**src/sv/sha_pkg.sv**
```systemverilog
// Package: SHA-256 constants, a rotate-right helper and shared types.
package sha_pkg;

  localparam logic [31:0] IV [8] = '{
    32'h6a09e667, 32'hbb67ae85, 32'h3c6ef372, 32'ha54ff53a,
    32'h510e527f, 32'h9b05688c, 32'h1f83d9ab, 32'h5be0cd19
  };

  localparam logic [31:0] ROUND_K [64] = '{
    32'h428a2f98, 32'h71374491, 32'hb5c0fbcf, 32'he9b5dba5,
    32'h3956c25b, 32'h59f111f1, 32'h923f82a4, 32'hab1c5ed5,
    32'hd807aa98, 32'h12835b01, 32'h243185be, 32'h550c7dc3,
    32'h72be5d74, 32'h80deb1fe, 32'h9bdc06a7, 32'hc19bf174,
    32'he49b69c1, 32'hefbe4786, 32'h0fc19dc6, 32'h240ca1cc,
    32'h2de92c6f, 32'h4a7484aa, 32'h5cb0a9dc, 32'h76f988da,
    32'h983e5152, 32'ha831c66d, 32'hb00327c8, 32'hbf597fc7,
    32'hc6e00bf3, 32'hd5a79147, 32'h06ca6351, 32'h14292967,
    32'h27b70a85, 32'h2e1b2138, 32'h4d2c6dfc, 32'h53380d13,
    32'h650a7354, 32'h766a0abb, 32'h81c2c92e, 32'h92722c85,
    32'ha2bfe8a1, 32'ha81a664b, 32'hc24b8b70, 32'hc76c51a3,
    32'hd192e819, 32'hd6990624, 32'hf40e3585, 32'h106aa070,
    32'h19a4c116, 32'h1e376c08, 32'h2748774c, 32'h34b0bcb5,
    32'h391c0cb3, 32'h4ed8aa4a, 32'h5b9cca4f, 32'h682e6ff3,
    32'h748f82ee, 32'h78a5636f, 32'h84c87814, 32'h8cc70208,
    32'h90befffa, 32'ha4506ceb, 32'hbef9a3f7, 32'hc67178f2
  };

  localparam logic [31:0] PAD_MARK = 32'h80000000;

  typedef logic [31:0] word_t;

  // handshake between sequencer and round unit
  typedef struct packed {
    logic       start;   // load working vars from chain value
    logic       step;    // run one round
    logic       finish;  // fold working vars into chain value
    logic       clear;   // back to initial hash
    logic [5:0] round;
  } rnd_ctl_t;

  function automatic word_t rotr(word_t x, int unsigned n);
    return (x >> n) | (x << (32 - n));
  endfunction

endpackage

```
**src/sv/sha256_message_digest_top.sv**
```systemverilog
// Top level: SHA-256 streaming digest with word buffer, sequencer and output.
//  channel | signals                                   | dir
//  in      | valid, stall, data_word, byte_count, last_word | in (stall out)
//  out     | out_valid, out_stall, digest_word, word_index, last_of_digest | out
// A non-last word is simply taken, except the 16th of a block, which adds the
// load, 64 rounds and fold in the single round unit.
// A last word adds the pad words, one compression per block, then the 8 words.
// Reset (rst, synchronous) clears the chain value to the initial hash.
// stall is high whenever the sequencer is not idle; out_stall holds the word.
module sha256_message_digest_top (
  input  logic        clk,
  input  logic        rst,
  input  logic        valid,
  output logic        stall,
  input  logic [31:0] data_word,
  input  logic [2:0]  byte_count,
  input  logic        last_word,
  output logic        out_valid,
  input  logic        out_stall,
  output logic [31:0] digest_word,
  output logic [2:0]  word_index,
  output logic        last_of_digest
);

  localparam logic [2:0] S_IDLE = 3'd0;
  localparam logic [2:0] S_PAD  = 3'd1;
  localparam logic [2:0] S_LOAD = 3'd2;
  localparam logic [2:0] S_RUN  = 3'd3;
  localparam logic [2:0] S_FOLD = 3'd4;
  localparam logic [2:0] S_OUT  = 3'd5;

  logic [2:0]  state;
  logic [3:0]  words_in_block;
  logic [5:0]  round;
  logic [63:0] bit_length;
  logic        closing;   // message ended, padding in progress
  logic        len_done;  // length words written
  logic        len_hi;    // upper length word written in slot 14
  logic        mark_done; // 0x80 marker written
  logic [2:0]  out_idx;
  sha_pkg::word_t w [16];
  sha_pkg::word_t hv [8];
  sha_pkg::word_t wt, w15, w2, s0, s1;
  sha_pkg::rnd_ctl_t ctl;
  logic        accept;
  logic [2:0]  n;
  sha_pkg::word_t keep, first_word, pad_word;
  logic        push;
  sha_pkg::word_t push_data;

  assign stall  = (state != S_IDLE);
  assign accept = valid && !stall;

  always_comb begin
    n = (!last_word || byte_count > 3'd4) ? 3'd4 : byte_count;
    keep = (n == 3'd0) ? 32'h0 : ~(32'hffffffff >> {n[1:0], 3'b000});
    first_word = (n == 3'd4) ? data_word
               : ((data_word & keep) | (32'h80 << (5'd24 - {n[1:0], 3'b000})));
  end

  // pad word to write during S_PAD
  always_comb begin
    if (!mark_done) pad_word = sha_pkg::PAD_MARK;
    else if (words_in_block == 4'd14) pad_word = bit_length[63:32];
    else if (words_in_block == 4'd15 && len_hi) pad_word = bit_length[31:0];
    else pad_word = 32'h0;
  end

  assign push = accept || (state == S_PAD);
  assign push_data = accept ? first_word : pad_word;

  // schedule update
  always_comb begin
    w15 = w[4'(round - 6'd15)];
    w2  = w[4'(round - 6'd2)];
    s0 = sha_pkg::rotr(w15, 7) ^ sha_pkg::rotr(w15, 18) ^ (w15 >> 3);
    s1 = sha_pkg::rotr(w2, 17) ^ sha_pkg::rotr(w2, 19) ^ (w2 >> 10);
    wt = (round < 6'd16) ? w[round[3:0]] : (w[round[3:0]] + s0 + w[4'(round - 6'd7)] + s1);
  end

  always_comb begin
    ctl.start  = (state == S_LOAD);
    ctl.step   = (state == S_RUN);
    ctl.finish = (state == S_FOLD);
    ctl.clear  = rst || (state == S_OUT && !out_stall && out_idx == 3'd7);
    ctl.round  = round;
  end

  sha_round u_round (.clk(clk), .ctl(ctl), .wt(wt), .hv(hv));

  always_ff @(posedge clk) begin
    if (push) w[words_in_block] <= push_data;
    if (state == S_RUN) w[round[3:0]] <= wt;
  end

  always_ff @(posedge clk) begin
    if (rst) begin
      state <= S_IDLE;
      words_in_block <= '0;
      round <= '0;
      bit_length <= '0;
      closing <= 1'b0;
      len_done <= 1'b0;
      len_hi <= 1'b0;
      mark_done <= 1'b0;
      out_idx <= '0;
    end else begin
      case (state)
        S_IDLE: begin
          if (accept) begin
            bit_length <= bit_length + 64'({n, 3'b000});
            words_in_block <= words_in_block + 4'd1;
            if (last_word) begin
              closing <= 1'b1;
              mark_done <= (n != 3'd4);
              state <= (words_in_block == 4'd15) ? S_LOAD : S_PAD;
            end else if (words_in_block == 4'd15) begin
              state <= S_LOAD;
            end
          end
        end
        S_PAD: begin
          mark_done <= 1'b1;
          words_in_block <= words_in_block + 4'd1;
          if (mark_done && words_in_block == 4'd14) len_hi <= 1'b1;
          if (len_hi && words_in_block == 4'd15) len_done <= 1'b1;
          // length only goes in once the marker is placed and slot 14 is reached
          if (words_in_block == 4'd15) state <= S_LOAD;
        end
        S_LOAD: begin
          round <= '0;
          state <= S_RUN;
        end
        S_RUN: begin
          round <= round + 6'd1;
          if (round == 6'd63) state <= S_FOLD;
        end
        S_FOLD: begin
          if (!closing) state <= S_IDLE;
          else if (len_done) state <= S_OUT;
          else state <= S_PAD;
        end
        S_OUT: begin
          if (!out_stall) begin
            out_idx <= out_idx + 3'd1;
            if (out_idx == 3'd7) begin
              state <= S_IDLE;
              bit_length <= '0;
              closing <= 1'b0;
              len_done <= 1'b0;
              len_hi <= 1'b0;
              mark_done <= 1'b0;
              words_in_block <= '0;
            end
          end
        end
        default: state <= S_IDLE;
      endcase
    end
  end

  assign out_valid      = (state == S_OUT);
  assign digest_word    = hv[out_idx];
  assign word_index     = out_idx;
  assign last_of_digest = (out_idx == 3'd7);

  a_busy: assert property (@(posedge clk) disable iff (rst)
    (state == S_RUN) |-> stall) else $error("input taken during rounds");
  a_rounds: assert property (@(posedge clk) disable iff (rst)
    (state == S_RUN && round == 6'd63) |=> (state == S_FOLD)) else $error("round count");
  a_out_hold: assert property (@(posedge clk) disable iff (rst)
    (out_valid && out_stall) |=> (out_valid && $stable(out_idx))) else $error("digest lost");
  a_len: assert property (@(posedge clk) disable iff (rst)
    (state == S_OUT) |-> (len_done && closing)) else $error("digest before length");

endmodule

```
**src/sv/sha_round.sv**
```systemverilog
// Round unit: one SHA-256 round per cycle while step is high, plus chain value update.
module sha_round (
  input  logic             clk,
  input  sha_pkg::rnd_ctl_t ctl,
  input  sha_pkg::word_t   wt,
  output sha_pkg::word_t   hv [8]
);

  sha_pkg::word_t v [8];
  sha_pkg::word_t t1, t2;

  always_comb begin
    t1 = v[7] + (sha_pkg::rotr(v[4], 6) ^ sha_pkg::rotr(v[4], 11) ^ sha_pkg::rotr(v[4], 25))
       + ((v[4] & v[5]) ^ (~v[4] & v[6])) + sha_pkg::ROUND_K[ctl.round] + wt;
    t2 = (sha_pkg::rotr(v[0], 2) ^ sha_pkg::rotr(v[0], 13) ^ sha_pkg::rotr(v[0], 22))
       + ((v[0] & v[1]) ^ (v[0] & v[2]) ^ (v[1] & v[2]));
  end

  always_ff @(posedge clk) begin
    if (ctl.clear) begin
      hv <= sha_pkg::IV;
    end else if (ctl.finish) begin
      for (int i = 0; i < 8; i++) hv[i] <= hv[i] + v[i];
    end
    if (ctl.start) begin
      v <= hv;
    end else if (ctl.step) begin
      v[7] <= v[6];
      v[6] <= v[5];
      v[5] <= v[4];
      v[4] <= v[3] + t1;
      v[3] <= v[2];
      v[2] <= v[1];
      v[1] <= v[0];
      v[0] <= t1 + t2;
    end
  end

endmodule

```
**config.mk**
```make
export PLATFORM = sky130hd
export DESIGN_NAME = sha256_message_digest_top
export DESIGN_NICKNAME = d
export VERILOG_FILES = /design/src/sv/sha_pkg.sv /design/src/sv/sha256_message_digest_top.sv /design/src/sv/sha_round.sv
export SDC_FILE = /design/constraint.sdc
export NUM_CORES = 2
export LEC_CHECK = 0
export BUFFER_PORTS_ARGS = -buffer_cell sky130_fd_sc_hd__buf_2
export CAP_MARGIN = 5
export CORE_MARGIN = 4
export CORE_UTILIZATION = 50
export DETAILED_ROUTE_END_ITERATION = 12
export GPL_ROUTABILITY_DRIVEN = 0
export PLACE_DENSITY = 0.65
export SLEW_MARGIN = 40
export SYNTH_ARGS = -nofsm -noshare
export SYNTH_HDL_FRONTEND = slang
export SYNTH_SLANG_ARGS = --single-unit
```
**constraint.sdc**
```tcl
create_clock -name clk -period 22.7 [get_ports clk]
set_input_delay 1.135 -clock clk [delete_from_list [all_inputs] [get_ports clk]]
set_output_delay 1.135 -clock clk [all_outputs]
set_load 0.02 [all_outputs]
```
==> summary.txt <==
Global routing
  • Gr usage total: 0.315
  • Vias in the first global route: 60700
  • Largest net degree at the start of global routing: around 200
  • Antenna violations before repair: 9
  • First-pass GRT wire length: 397 mm
  • Congestion Overflow GR: 0

Synth
  • Seq/Total Area, Yosys: 0.371
  • Synthesized net count: 8125
  • Synth Warn #: 0
  • Syn_area_per_cell: 10.8 µm²
  • Syn Std Cell Area: ~80000 µm²
  • Post-synthesis cell count: 7478
  • Post-synth top flop: edfxtp_1
  • Synth cell types: 88
  • Commonest cells in the synthesized netlist: nand2_1, edfxtp_1, mux4_2
  • Ys async rst share: 0
  • Largest area contributor in the netlist: edfxtp_1
  • Post-synth EDFFs: 768
  • Synth top area share: 0.286
  • Most common cell in the synthesized netlist: nand2_1
  • Top post-synthesis cells by area: edfxtp_1, mux4_2, dfxtp_1, ha_1, nand2_1
  • Seq cells post-synth: 1109

Setup path
  • Crit Path Class: reg2reg
  • CP endpoint kind: flip-flop
  • Crit path max fanout: 117
  • Slowest cell on the critical path: ha_4
  • Worst reg2reg setup slack: 8720 ps
  • CP Data Required Time: 23220 ps
  • Crit path arrival time: 14500 ps
  • CP Launch Type: flip-flop
  • Critical path's largest stage delay: 940 ps

Layout
  • Final instance area: 87800 µm²
  • Register area: 29900 µm²
  • Multi-input gate area: 48200 µm²
  • Share of layout cells above drive strength 1: 0.145
  • Nets@finish: about 8000
  • Area grow syn2layout: 8.98%
  • Filler cell count: 13700

Clock network
  • Setup bufs post-CTS: 0
  • H-tree levels: 4
  • Sink Count: 1109
  • CTS tree: built
  • # hold bufs at CTS: 0
  • Post_cts resized: 0
  • Root buffer cell: clkbuf_16
  • Clock-pin transition on the worst setup and hold timing paths: 60 ps
  • CTS buffer count: roughly 140
  • Worst skew pair latency: 820 ps
  • Clock Path Buffers: 3

Route
  • DRT Pass-1 Iters: 10
  • Average wire per standard cell: 28.0 µm
  • WL final: about 270 mm
  • Initial DRC count: approximately 8300
  • Via count: 63700
  • DRC Markers: 0
  • Antenna viol nets, final: 0
  • Vias per Instance: between 6 and 7

STA
  • Final setup TNS: 0 ps
  • Slew margin rel.: 0.300
  • Min Tclk post-route: 13980 ps
  • Final Cycle Share: 0.616
  • Actual slew at the worst max-slew pin: 1040 ps
  • Setup-failing EPs final: 0
  • Slew Limit Fails: 0
  • FMAX: 0.0715 GHz
  • Final Hold Viols: 0
  • RSZ-0062 raised after global routing: false
  • Fin Clk Skew: between 40 and 50 ps

Floorplanning
  • Die Area: 168000 µm²
  • Initial Util: 0.502
  • Rows: 147
  • Placeable Area: 160000 µm²
  • Die W: 409 µm
  • Chip Height: just over 400 µm
  • I/O pin cnt: 78

Worst hold path
  • Min-Delay Path Class: reg2reg

Power and ir drop
  • P per Cell Area: 64.1 nW/µm²
  • Worst vdd ir: about 86 µV
  • Leakage: 32.6 nW

Placement
  • I/O Buffers: 77
  • Placed cell area: 83300 µm²
  • Hpwl dp: 191 mm

Outcome
  • Run status: finished, final reports clean

Run
  • Max capacitance violation total: 0
-- sequential cells by signal, indices dropped and copies added (netlist names), named ones only --
| name | flops |
|---|---|
| u_round.hv | 256 |
| mark_done | 1 |
| round | 6 |
| state | 3 |
| words_in_block | 4 |
| u_round.v | 256 |
| len_hi | 1 |
| w | 512 |
| closing | 1 |
| len_done | 1 |
| word_index | 3 |
| bit_length | 61 |
-- cell type report --
cell class | count | area share
multi-input combinational | 5632 | 0.549
tap | 2160 | 0.0308
inverter | 308 | 0.0133
clock buffer | 174 | 0.0408
timing repair buffer | 194 | 0.0169
sequential | 1109 | 0.341
clock inverter | 68 | 0.00861
antenna | 3 | 0.0000855
-- final timing paths --
kind,to,cells after the start,startpoint
min,len_done$_SDFFE_PP0P_,2,len_done$_SDFFE_PP0P_
min reg2reg,len_done$_SDFFE_PP0P_,2,len_done$_SDFFE_PP0P_
max reg2reg,u_round.v[255]$_DFFE_PN_,46,round[1]$_SDFFE_PP0N_
max,u_round.v[255]$_DFFE_PN_,46,round[1]$_SDFFE_PP0N_
-- worst max-delay path, delay by kind of cell (launching register included) --
family	cells	cell delay, ps
adders and majority gates	9	4260
AOI/OAI and AO/OA	17	4050
buffers and inverters	7	1800
xor gates and xnor gates	6	1190
muxes	2	1040
DFF	1	630
and+or+nand+nor	5	600
-- where the power goes --
group / leakage (nW) / switching, mW / internal (mW)
Combinational: 20.7 / 0.734 / 0.498
Sequential: 9.79 / 0.0151 / 2.22
Clock: 2.11 / 0.920 / 1.25
Total: 32.6 / 1.67 / 3.96
-- cells in the final DEF, fill, tap and decap left out, drive strengths merged, types with 22 or more instances in the layout --
master	count
nor2	406
mux4	573
o21ai	352
clkinv	50
xor2	217
a21oi	549
a211oi	60
a21o	208
xnor2	384
o21a	64
ha	411
mux2i	56
inv	314
o31ai	23
clkbuf	174
and3	50
o21bai	50
mux2	36
nand3	114
fa	196
nand2b	82
or3	42
o311ai	22
a31oi	37
dfxtp	341
nand4	32
nor3	96
o211ai	108
nor2b	56
edfxtp	768
buf	194
nand2	1107
a22oi	27
-- layer usage --
layer,track usage,wire length (µm),vias up
li1,-,-,27500
met1,0.411,101000,31400
met2,0.490,122000,3960
met3,0.0865,31700,808
met4,0.145,14900,8
met5,0,62,-
-- per-stage QoR --
| stage | hold slack, ps | total power, mW | instances | worst slack [ps] | util |
|---|---|---|---|---|---|
| after floorplan | 437 | 3.15 | 7478 | 9860 | - |
| after global placement | 456 | 3.44 | 9395 | 8430 | 0.519 |
| after detailed placement | 460 | 3.47 | 9399 | 8250 | 0.520 |
| after CTS | 473 | 5.63 | 9641 | 8210 | 0.547 |
| after global routing | 509 | 5.85 | 9645 | 7960 | 0.547 |
| final | 473 | 5.63 | 9648 | 8720 | 0.548 |
-- kinds of logic after synthesis --
family	synth area share
buffers and inverters	0.0347
AO/OA/AOI/OAI	0.130
AND/OR/NAND/NOR	0.112
multiplexers	0.172
adder cells (fa/ha/maj)	0.115
flip-flops	0.371
XOR/XNOR	0.0658
(Power assumes the default switching activity.)
